## src/rtl/assert_macros.svh

```systemverilog
// Assertion macros shared by the scanner RTL.
// Each takes a label, the clock, the active-low reset, the property parts and a message.
`ifndef ASSERT_MACROS_SVH
`define ASSERT_MACROS_SVH

// Hold a property at every rising clock edge outside reset.
`define ASSERT_ALWAYS(label, clk, rst_n, prop, msg) \
    label: assert property (@(posedge clk) disable iff (!rst_n) (prop)) else $error(msg);

// Hold an implication that reaches into the next cycle.
`define ASSERT_NEXT(label, clk, rst_n, cond, conseq, msg) \
    label: assert property (@(posedge clk) disable iff (!rst_n) (cond) |=> (conseq)) \
        else $error(msg);

`endif

```

## src/rtl/msls_pkg.sv

```systemverilog
// Package for the multi-signature line scanner.
// Holds the signature table, history and result types; depends on nothing.
package msls_pkg;

    localparam int HIST_DEPTH = 13;
    localparam int SIG_NUM    = 10;
    localparam int SIG_W      = 8 * (HIST_DEPTH + 1);
    localparam int LINE_W     = 24;
    localparam int MASK_W     = 10;

    localparam logic [7:0] NEWLINE_CHAR = 8'h0A;
    localparam logic [7:0] NUL_CHAR     = 8'h00;

    typedef logic [7:0]                   byte_t;
    typedef logic [HIST_DEPTH-1:0][7:0]   hist_t;
    typedef logic [SIG_W-1:0]             sig_text_t;
    typedef logic [SIG_NUM-1:0]           sig_mask_t;

    // Right-aligned: last character in the low byte.
    localparam sig_text_t SIG_TEXT [SIG_NUM] = '{
        "eval(", "system(", "exec(", "rm -rf", "wget",
        "curl", {"base64_", "decode("}, "<script>", "<?php", "DROP TABLE"
    };

    localparam int SIG_LEN [SIG_NUM] = '{5, 7, 5, 6, 4, 4, 14, 8, 5, 10};

    typedef struct packed {
        logic [LINE_W-1:0] line_no;
        logic [MASK_W-1:0] match_mask;
        logic              file_hit;
        logic              file_done;
    } result_t;

    function automatic logic sig_hit(input int idx, input byte_t cur, input hist_t hist);
        logic hit;
        hit = (cur == SIG_TEXT[idx][7:0]);
        for (int k = 1; k <= HIST_DEPTH; k++)
        begin
            if (k < SIG_LEN[idx])
            begin
                hit = hit & (hist[k-1] == SIG_TEXT[idx][8*k +: 8]);
            end
        end
        return hit;
    endfunction

endpackage

```

## src/rtl/multi_signature_line_scanner.sv

```systemverilog
// Multi-signature line scanner, top level.
// Depends on msls_pkg, msls_matcher, msls_line_ctrl, msls_out_stage, assert_macros.svh.
//
// Usage:
//   Slave side takes one file byte per beat: s_tdata is the byte, s_tlast marks
//   the file's final byte. Master side gives one beat per line end: line number
//   and match mask in m_tdata, sticky file hit in m_tuser, and m_tlast on the
//   result for the file's last line. Bytes that do not end a line give no beat.
//   A line-ending byte's result is loaded into the output register when the byte
//   is accepted. Throughput: one byte per cycle while s_tready is high; the byte
//   history and SIGNATURE_COUNT comparators settle within the accepting cycle.
//   A line closes at a newline, at the file's last byte, or after CHUNK_BYTES
//   bytes without a newline. After the last byte all line and file state
//   returns to its reset value, so the next byte opens a new file at line 1.
//   Reset clears the history, counters and the output register's valid flag.
//   Stall: a held result stays on m_tdata while m_tready is low; s_tready
//   stays high while the output register is empty or is being taken.
module multi_signature_line_scanner #(
    parameter int CHUNK_BYTES     = 1023,
    parameter int SIGNATURE_COUNT = 10
) (
    input  logic        clk,
    input  logic        rst_n,
    input  logic        s_tvalid,
    output logic        s_tready,
    input  logic [7:0]  s_tdata,   // [7:0] data_byte
    input  logic        s_tlast,   // end_of_file
    output logic        m_tvalid,
    input  logic        m_tready,
    output logic [39:0] m_tdata,   // [23:0] line_no, [33:24] match_mask, [39:34] zero
    output logic        m_tuser,   // [0] file_hit
    output logic        m_tlast    // file_done
);
    import msls_pkg::*;

    `include "assert_macros.svh"

    logic      accept;
    logic      line_end;
    sig_mask_t hits;
    result_t   result;
    result_t   held;

    assign s_tready = !m_tvalid || m_tready;
    assign accept   = s_tvalid && s_tready;

    msls_matcher #(
        .SIGNATURE_COUNT(SIGNATURE_COUNT)
    ) u_matcher (
        .clk       (clk),
        .rst_n     (rst_n),
        .advance   (accept),
        .clear     (accept && line_end),
        .data_byte (s_tdata),
        .hits      (hits)
    );

    msls_line_ctrl #(
        .CHUNK_BYTES(CHUNK_BYTES)
    ) u_line_ctrl (
        .clk         (clk),
        .rst_n       (rst_n),
        .advance     (accept),
        .data_byte   (s_tdata),
        .end_of_file (s_tlast),
        .hits        (hits),
        .line_end    (line_end),
        .result      (result)
    );

    msls_out_stage u_out_stage (
        .clk    (clk),
        .rst_n  (rst_n),
        .load   (accept && line_end),
        .result (result),
        .take   (m_tready),
        .valid  (m_tvalid),
        .held   (held)
    );

    assign m_tdata = {6'b0, held.match_mask, held.line_no};
    assign m_tuser = held.file_hit;
    assign m_tlast = held.file_done;

    `ASSERT_ALWAYS(a_line_nonzero, clk, rst_n, !m_tvalid || (m_tdata[23:0] != 24'd0),
        "result line number is zero")
    `ASSERT_ALWAYS(a_mask_implies_hit, clk, rst_n,
        !m_tvalid || (m_tdata[33:24] == 10'd0) || m_tuser,
        "line match without file hit")
    `ASSERT_NEXT(a_eof_result, clk, rst_n, s_tvalid && s_tready && s_tlast,
        m_tvalid && m_tlast, "last byte did not produce a final result")

endmodule

```

## src/rtl/msls_matcher.sv

```systemverilog
// Byte history shift line and parallel signature comparators.
// Depends on msls_pkg.
module msls_matcher #(
    parameter int SIGNATURE_COUNT = 10
) (
    input  logic               clk,
    input  logic               rst_n,
    input  logic               advance,
    input  logic               clear,
    input  msls_pkg::byte_t    data_byte,
    output msls_pkg::sig_mask_t hits
);
    import msls_pkg::*;

    hist_t hist_reg;
    hist_t hist_next;

    always_comb
    begin
        hist_next = hist_reg;
        if (clear)
        begin
            hist_next = '0;
        end
        else if (advance)
        begin
            hist_next = {hist_reg[HIST_DEPTH-2:0], data_byte};
        end
    end

    always_ff @(posedge clk or negedge rst_n)
    begin
        if (!rst_n)
        begin
            hist_reg <= '0;
        end
        else
        begin
            hist_reg <= hist_next;
        end
    end

    for (genvar s = 0; s < SIG_NUM; s++)
    begin : g_sig
        if (s < SIGNATURE_COUNT)
        begin : g_on
            assign hits[s] = sig_hit(s, data_byte, hist_reg);
        end
        else
        begin : g_off
            assign hits[s] = 1'b0;
        end
    end

endmodule

```

## src/rtl/msls_line_ctrl.sv

```systemverilog
// Line tracking: chunk length, NUL gating, line mask, line count, file hit.
// Depends on msls_pkg.
module msls_line_ctrl #(
    parameter int CHUNK_BYTES = 1023
) (
    input  logic                clk,
    input  logic                rst_n,
    input  logic                advance,
    input  msls_pkg::byte_t     data_byte,
    input  logic                end_of_file,
    input  msls_pkg::sig_mask_t hits,
    output logic                line_end,
    output msls_pkg::result_t   result
);
    import msls_pkg::*;

    localparam int CHUNK_W = $clog2(CHUNK_BYTES);

    logic [CHUNK_W-1:0] chunk_reg,  chunk_next;
    logic [MASK_W-1:0]  mask_reg,   mask_next;
    logic [LINE_W-1:0]  line_reg,   line_next;
    logic               nul_reg,    nul_next;
    logic               sticky_reg, sticky_next;

    logic               nul_now;
    logic [MASK_W-1:0]  mask_now;
    logic               sticky_now;
    logic [LINE_W-1:0]  line_inc;

    always_comb
    begin
        nul_now    = nul_reg | (data_byte == NUL_CHAR);
        mask_now   = nul_now ? mask_reg : (mask_reg | MASK_W'(hits));
        sticky_now = sticky_reg | (mask_now != '0);
        line_inc   = (line_reg == '1) ? line_reg : line_reg + 1'b1;
        line_end   = end_of_file || (data_byte == NEWLINE_CHAR)
                     || (chunk_reg == CHUNK_W'(CHUNK_BYTES - 1));

        result.line_no     = line_inc;
        result.match_mask  = mask_now;
        result.file_hit    = sticky_now;
        result.file_done   = end_of_file;

        chunk_next  = chunk_reg;
        mask_next   = mask_reg;
        line_next   = line_reg;
        nul_next    = nul_reg;
        sticky_next = sticky_reg;
        if (advance)
        begin
            if (line_end)
            begin
                chunk_next  = '0;
                mask_next   = '0;
                nul_next    = 1'b0;
                line_next   = end_of_file ? '0 : line_inc;
                sticky_next = end_of_file ? 1'b0 : sticky_now;
            end
            else
            begin
                chunk_next  = chunk_reg + 1'b1;
                mask_next   = mask_now;
                nul_next    = nul_now;
                sticky_next = sticky_now;
            end
        end
    end

    always_ff @(posedge clk or negedge rst_n)
    begin
        if (!rst_n)
        begin
            chunk_reg  <= '0;
            mask_reg   <= '0;
            line_reg   <= '0;
            nul_reg    <= 1'b0;
            sticky_reg <= 1'b0;
        end
        else
        begin
            chunk_reg  <= chunk_next;
            mask_reg   <= mask_next;
            line_reg   <= line_next;
            nul_reg    <= nul_next;
            sticky_reg <= sticky_next;
        end
    end

endmodule

```

## src/rtl/msls_out_stage.sv

```systemverilog
// Output register holding one result beat for the master side.
// Depends on msls_pkg.
module msls_out_stage (
    input  logic              clk,
    input  logic              rst_n,
    input  logic              load,
    input  msls_pkg::result_t result,
    input  logic              take,
    output logic              valid,
    output msls_pkg::result_t held
);
    import msls_pkg::*;

    logic    valid_reg, valid_next;
    result_t data_reg;

    always_comb
    begin
        valid_next = valid_reg;
        if (load)
        begin
            valid_next = 1'b1;
        end
        else if (take)
        begin
            valid_next = 1'b0;
        end
    end

    always_ff @(posedge clk or negedge rst_n)
    begin
        if (!rst_n)
        begin
            valid_reg <= 1'b0;
        end
        else
        begin
            valid_reg <= valid_next;
        end
    end

    always_ff @(posedge clk)
    begin
        if (load)
        begin
            data_reg <= result;
        end
    end

    assign valid = valid_reg;
    assign held  = data_reg;

endmodule
```

## config.mk

```make
export PLATFORM = sky130hd
export DESIGN_NAME = multi_signature_line_scanner
export DESIGN_NICKNAME = d
export VERILOG_FILES = /design/src/rtl/msls_pkg.sv /design/src/rtl/multi_signature_line_scanner.sv /design/src/rtl/msls_matcher.sv /design/src/rtl/msls_line_ctrl.sv /design/src/rtl/msls_out_stage.sv
export VERILOG_INCLUDE_DIRS = /design/src /design/src/rtl
export SDC_FILE = /design/constraint.sdc
export NUM_CORES = 1
export LEC_CHECK = 0
export BUFFER_PORTS_ARGS = -buffer_cell sky130_fd_sc_hd__buf_2
export CAP_MARGIN = 40
export CORE_ASPECT_RATIO = 2
export CORE_MARGIN = 1.5
export CORE_UTILIZATION = 45
export CTS_BUF_LIST = sky130_fd_sc_hd__clkbuf_8
export DETAILED_ROUTE_END_ITERATION = 16
export PLACE_DENSITY_LB_ADDON = 0.25
export SLEW_MARGIN = 10
export SYNTH_ARGS = -nofsm -noshare
export SYNTH_HDL_FRONTEND = slang
export SYNTH_SLANG_ARGS = --single-unit
```

## constraint.sdc

```tcl
create_clock -name clk -period 6.9 [get_ports clk]
set_input_delay 0.69 -clock clk [delete_from_list [all_inputs] [get_ports clk]]
set_output_delay 0.69 -clock clk [all_outputs]
set_load 0.01 [all_outputs]
```

==> results.md <==
* Slack of the critical path at 3.85 ns
* Fin crit share at 44.2%
* #FFs+latches synth at 187
* Synth unique cells at 66
* Register Area at 0.00486 mm^2
* Max-slew violations at 0
* Die Area at 0.0207 mm^2
* Syn_area_per_cell at 9.53 um^2
* RSZ-0062 raised after global routing: no
* Fraction of layout cells with a size suffix above 1 at 12.3%
* Netlist Area Pre-Place at 0.00893 mm^2
* # hold bufs at CTS at 0
* Commonest cells post-synth: nand2_1 (256), dfrtp_1 (151), o21ai_0 (134)
* Status: complete, no violations
* Asr flop ratio synth at 80.7%
* Kind of critical path: primary input to flop
* Final hold vios at 0
* Inserted Diodes at 0
* Setup crit end kind: flop
* Required time of the critical path at 7.25 ns
* Port buffer count at 50
* Core Util, Final at 50.6%
* Hold Path Class: primary input to asynchronous set/reset pin
* Ys Warns at 0
* Share of the synthesized area in the top cell type at 42.3%
* Slew margin rel. at 46.1%
* Cells after Synth at 937
* CTS resizes at 0
* Chip width at 103 um
* Vias at 7,027
* DRT Pass-1 Iters at 5
* Nets at 980
* Total congestion overflow at 0
* CTS buffer count at 17
* Largest net degree at the start of global routing at 98
* Post-Route Skew at 0.0114 ns
* Leak Pwr at 3.97 nW
* Dpl ws at 3.39 ns
* Die Y at 202 um
* Most common cell in the netlist: nand2_1
* Dpl hpwl at 17.0 mm
* CTS max path bufs at 2
* Clock sinks at 187
* Synth-to-Final Area Change at 9.70%
* Gpl congestion at 0.925
* Largest area contributor in the netlist: dfrtp_1
* Crit start category: primary input
* First-pass GRT wire length at 38.5 mm
* Dominant synthesized flop cell: dfrtp_1
* Worst-path clk slew at 0.10 ns
* Largest register FFs at 104
* Total power density per cell area at 212 mW/mm^2
* Max-cap viol count at 0
* Maximum fanout along the worst path at 36
* DRT iter0 DRCs at 398
* Avg WL per Cell at 19.3 um
* Remaining DRCs at 0
* WL final at 23.9 mm
* Root Buffer: clkbuf_8
* Post-CTS Setup Inserts at 0
* Critical Path AT at 3.40 ns
* Post-synth EDFFs at 36
* Vias in the first global route at 6,856
* Initial core utilization at 46.1%
* Fillers at 1,823
* Clock Latency Late Sink at 0.47 ns
* I/O Pins at 57
* Placed Instances at 1,203
* Post-route setup TNS at 0 ns
* Highest Clock Rate at 328 MHz
* Final setup violation count at 0
* Power, Total at 2.07 mW
* Worst IR drop on VDD at 0.000119 V
* Seq/Total Area, Yosys at 54.4%
* Placement row count at 72
* Avg Vias per Cell at 5.69
* H-tree levels at 4
* Ranking of synthesized cells by area: dfrtp_1 (42%), edfxtp_1 (12%), nand2_1 (11%)
* Worst slew pin tran at 0.801 ns
* Gr usage total at 24.5%
* Antenna violations before repair at 0
* Core Box Area at 0.0194 mm^2
* Non-filler cells, final at 1,236
* Area of the multi-input gates at 0.00377 mm^2
* CTS tree: built
* Post-route ant nets at 0
* Min Tclk post-route at 3.05 ns
## path summary, 6_finish.rpt
kind	cells past startpoint	start	slack [ns]	endpoint
worst max-delay path	10	s_tdata[7]	3.85	u_line_ctrl.line_reg[2]
worst min-delay path	2	rst_n	0.19	u_matcher.hist_reg[63]
worst max register to register	9	u_line_ctrl.chunk_reg[5]	3.95	u_line_ctrl.line_reg[2]
worst min register to register	2	u_matcher.hist_reg[102]	0.48	u_matcher.hist_reg[102]
max in group asynchronous	4	rst_n	5.74	u_matcher.hist_reg[77]
min in group clk	2	u_matcher.hist_reg[102]	0.48	u_matcher.hist_reg[102]
## layout make-up
class	instances	area share, %
clock buffer	19	2.67
tap	259	3.31
sequential	187	49.6
clock inverter	13	1.14
multi-input combinational	684	38.5
timing repair buffer	60	4.18
inverter	14	0.537
## worst max-delay path, cell delays in order
cell and delay [ns]:
buf_2 0.16, nor4b_2 0.38, a41oi_1 0.26, o31ai_4 0.11
nand2_1 0.47, inv_2 0.50, buf_4 0.47, o21ai_0 0.16
nand2_1 0.09, o21ai_0 0.08
## layout by cell type (no fill, tap or decap), types with 17 or more instances in the layout
master | netlist | routed
a21oi_1 | 17 | 17
nand3_1 | 18 | 18
nand2_1 | 256 | 255
o21ai_0 | 134 | 134
nor2_1 | 21 | 21
buf_2 | 8 | 50
edfxtp_1 | 36 | 36
clkbuf_8 | 1 | 19
nand4_1 | 22 | 22
dfrtp_1 | 151 | 151
## metrics by stage
stage	instance area, um^2	hold WS, ns
floorplan	8950	0.394
global placement	9310	0.456
detailed placement	9390	0.464
CTS	9770	0.286
global route	9790	0.235
finish	9790	0.192
## layer usage
metal | share of wire, % | GRT usage, % | up-vias
met1 | 38 | 28.1 | 3431
met3 | 3.1 | 3.18 | 66
met5 | 0 | 0 | -
met2 | 54 | 43.3 | 191
met4 | 4.9 | 12.7 | 0
li1 | - | - | 3339
## logic make-up (layout without fill, tap and decap cells)
family	count (synthesis)	in the layout	share of synthesized area, %
compound gates	194	194	12.2
mux	2	2	0.252
buf+inv	71	106	3.76
simple gates	455	455	26.5
xor+xnor	24	24	2.35
other cells	1	6	0.0420
fa+ha+maj	3	3	0.421
flops	187	187	54.4
## power breakdown
| part | internal [mW] | leakage, nW | switching (mW) |
|---|---|---|---|
| registers | 1.16 | 2.44 | 0.0472 |
| logic | 0.0523 | 1.35 | 0.121 |
| clock network | 0.278 | 0.185 | 0.418 |
| total | 1.49 | 3.97 | 0.586 |
Note: power is estimated with default switching activity, not from simulation.
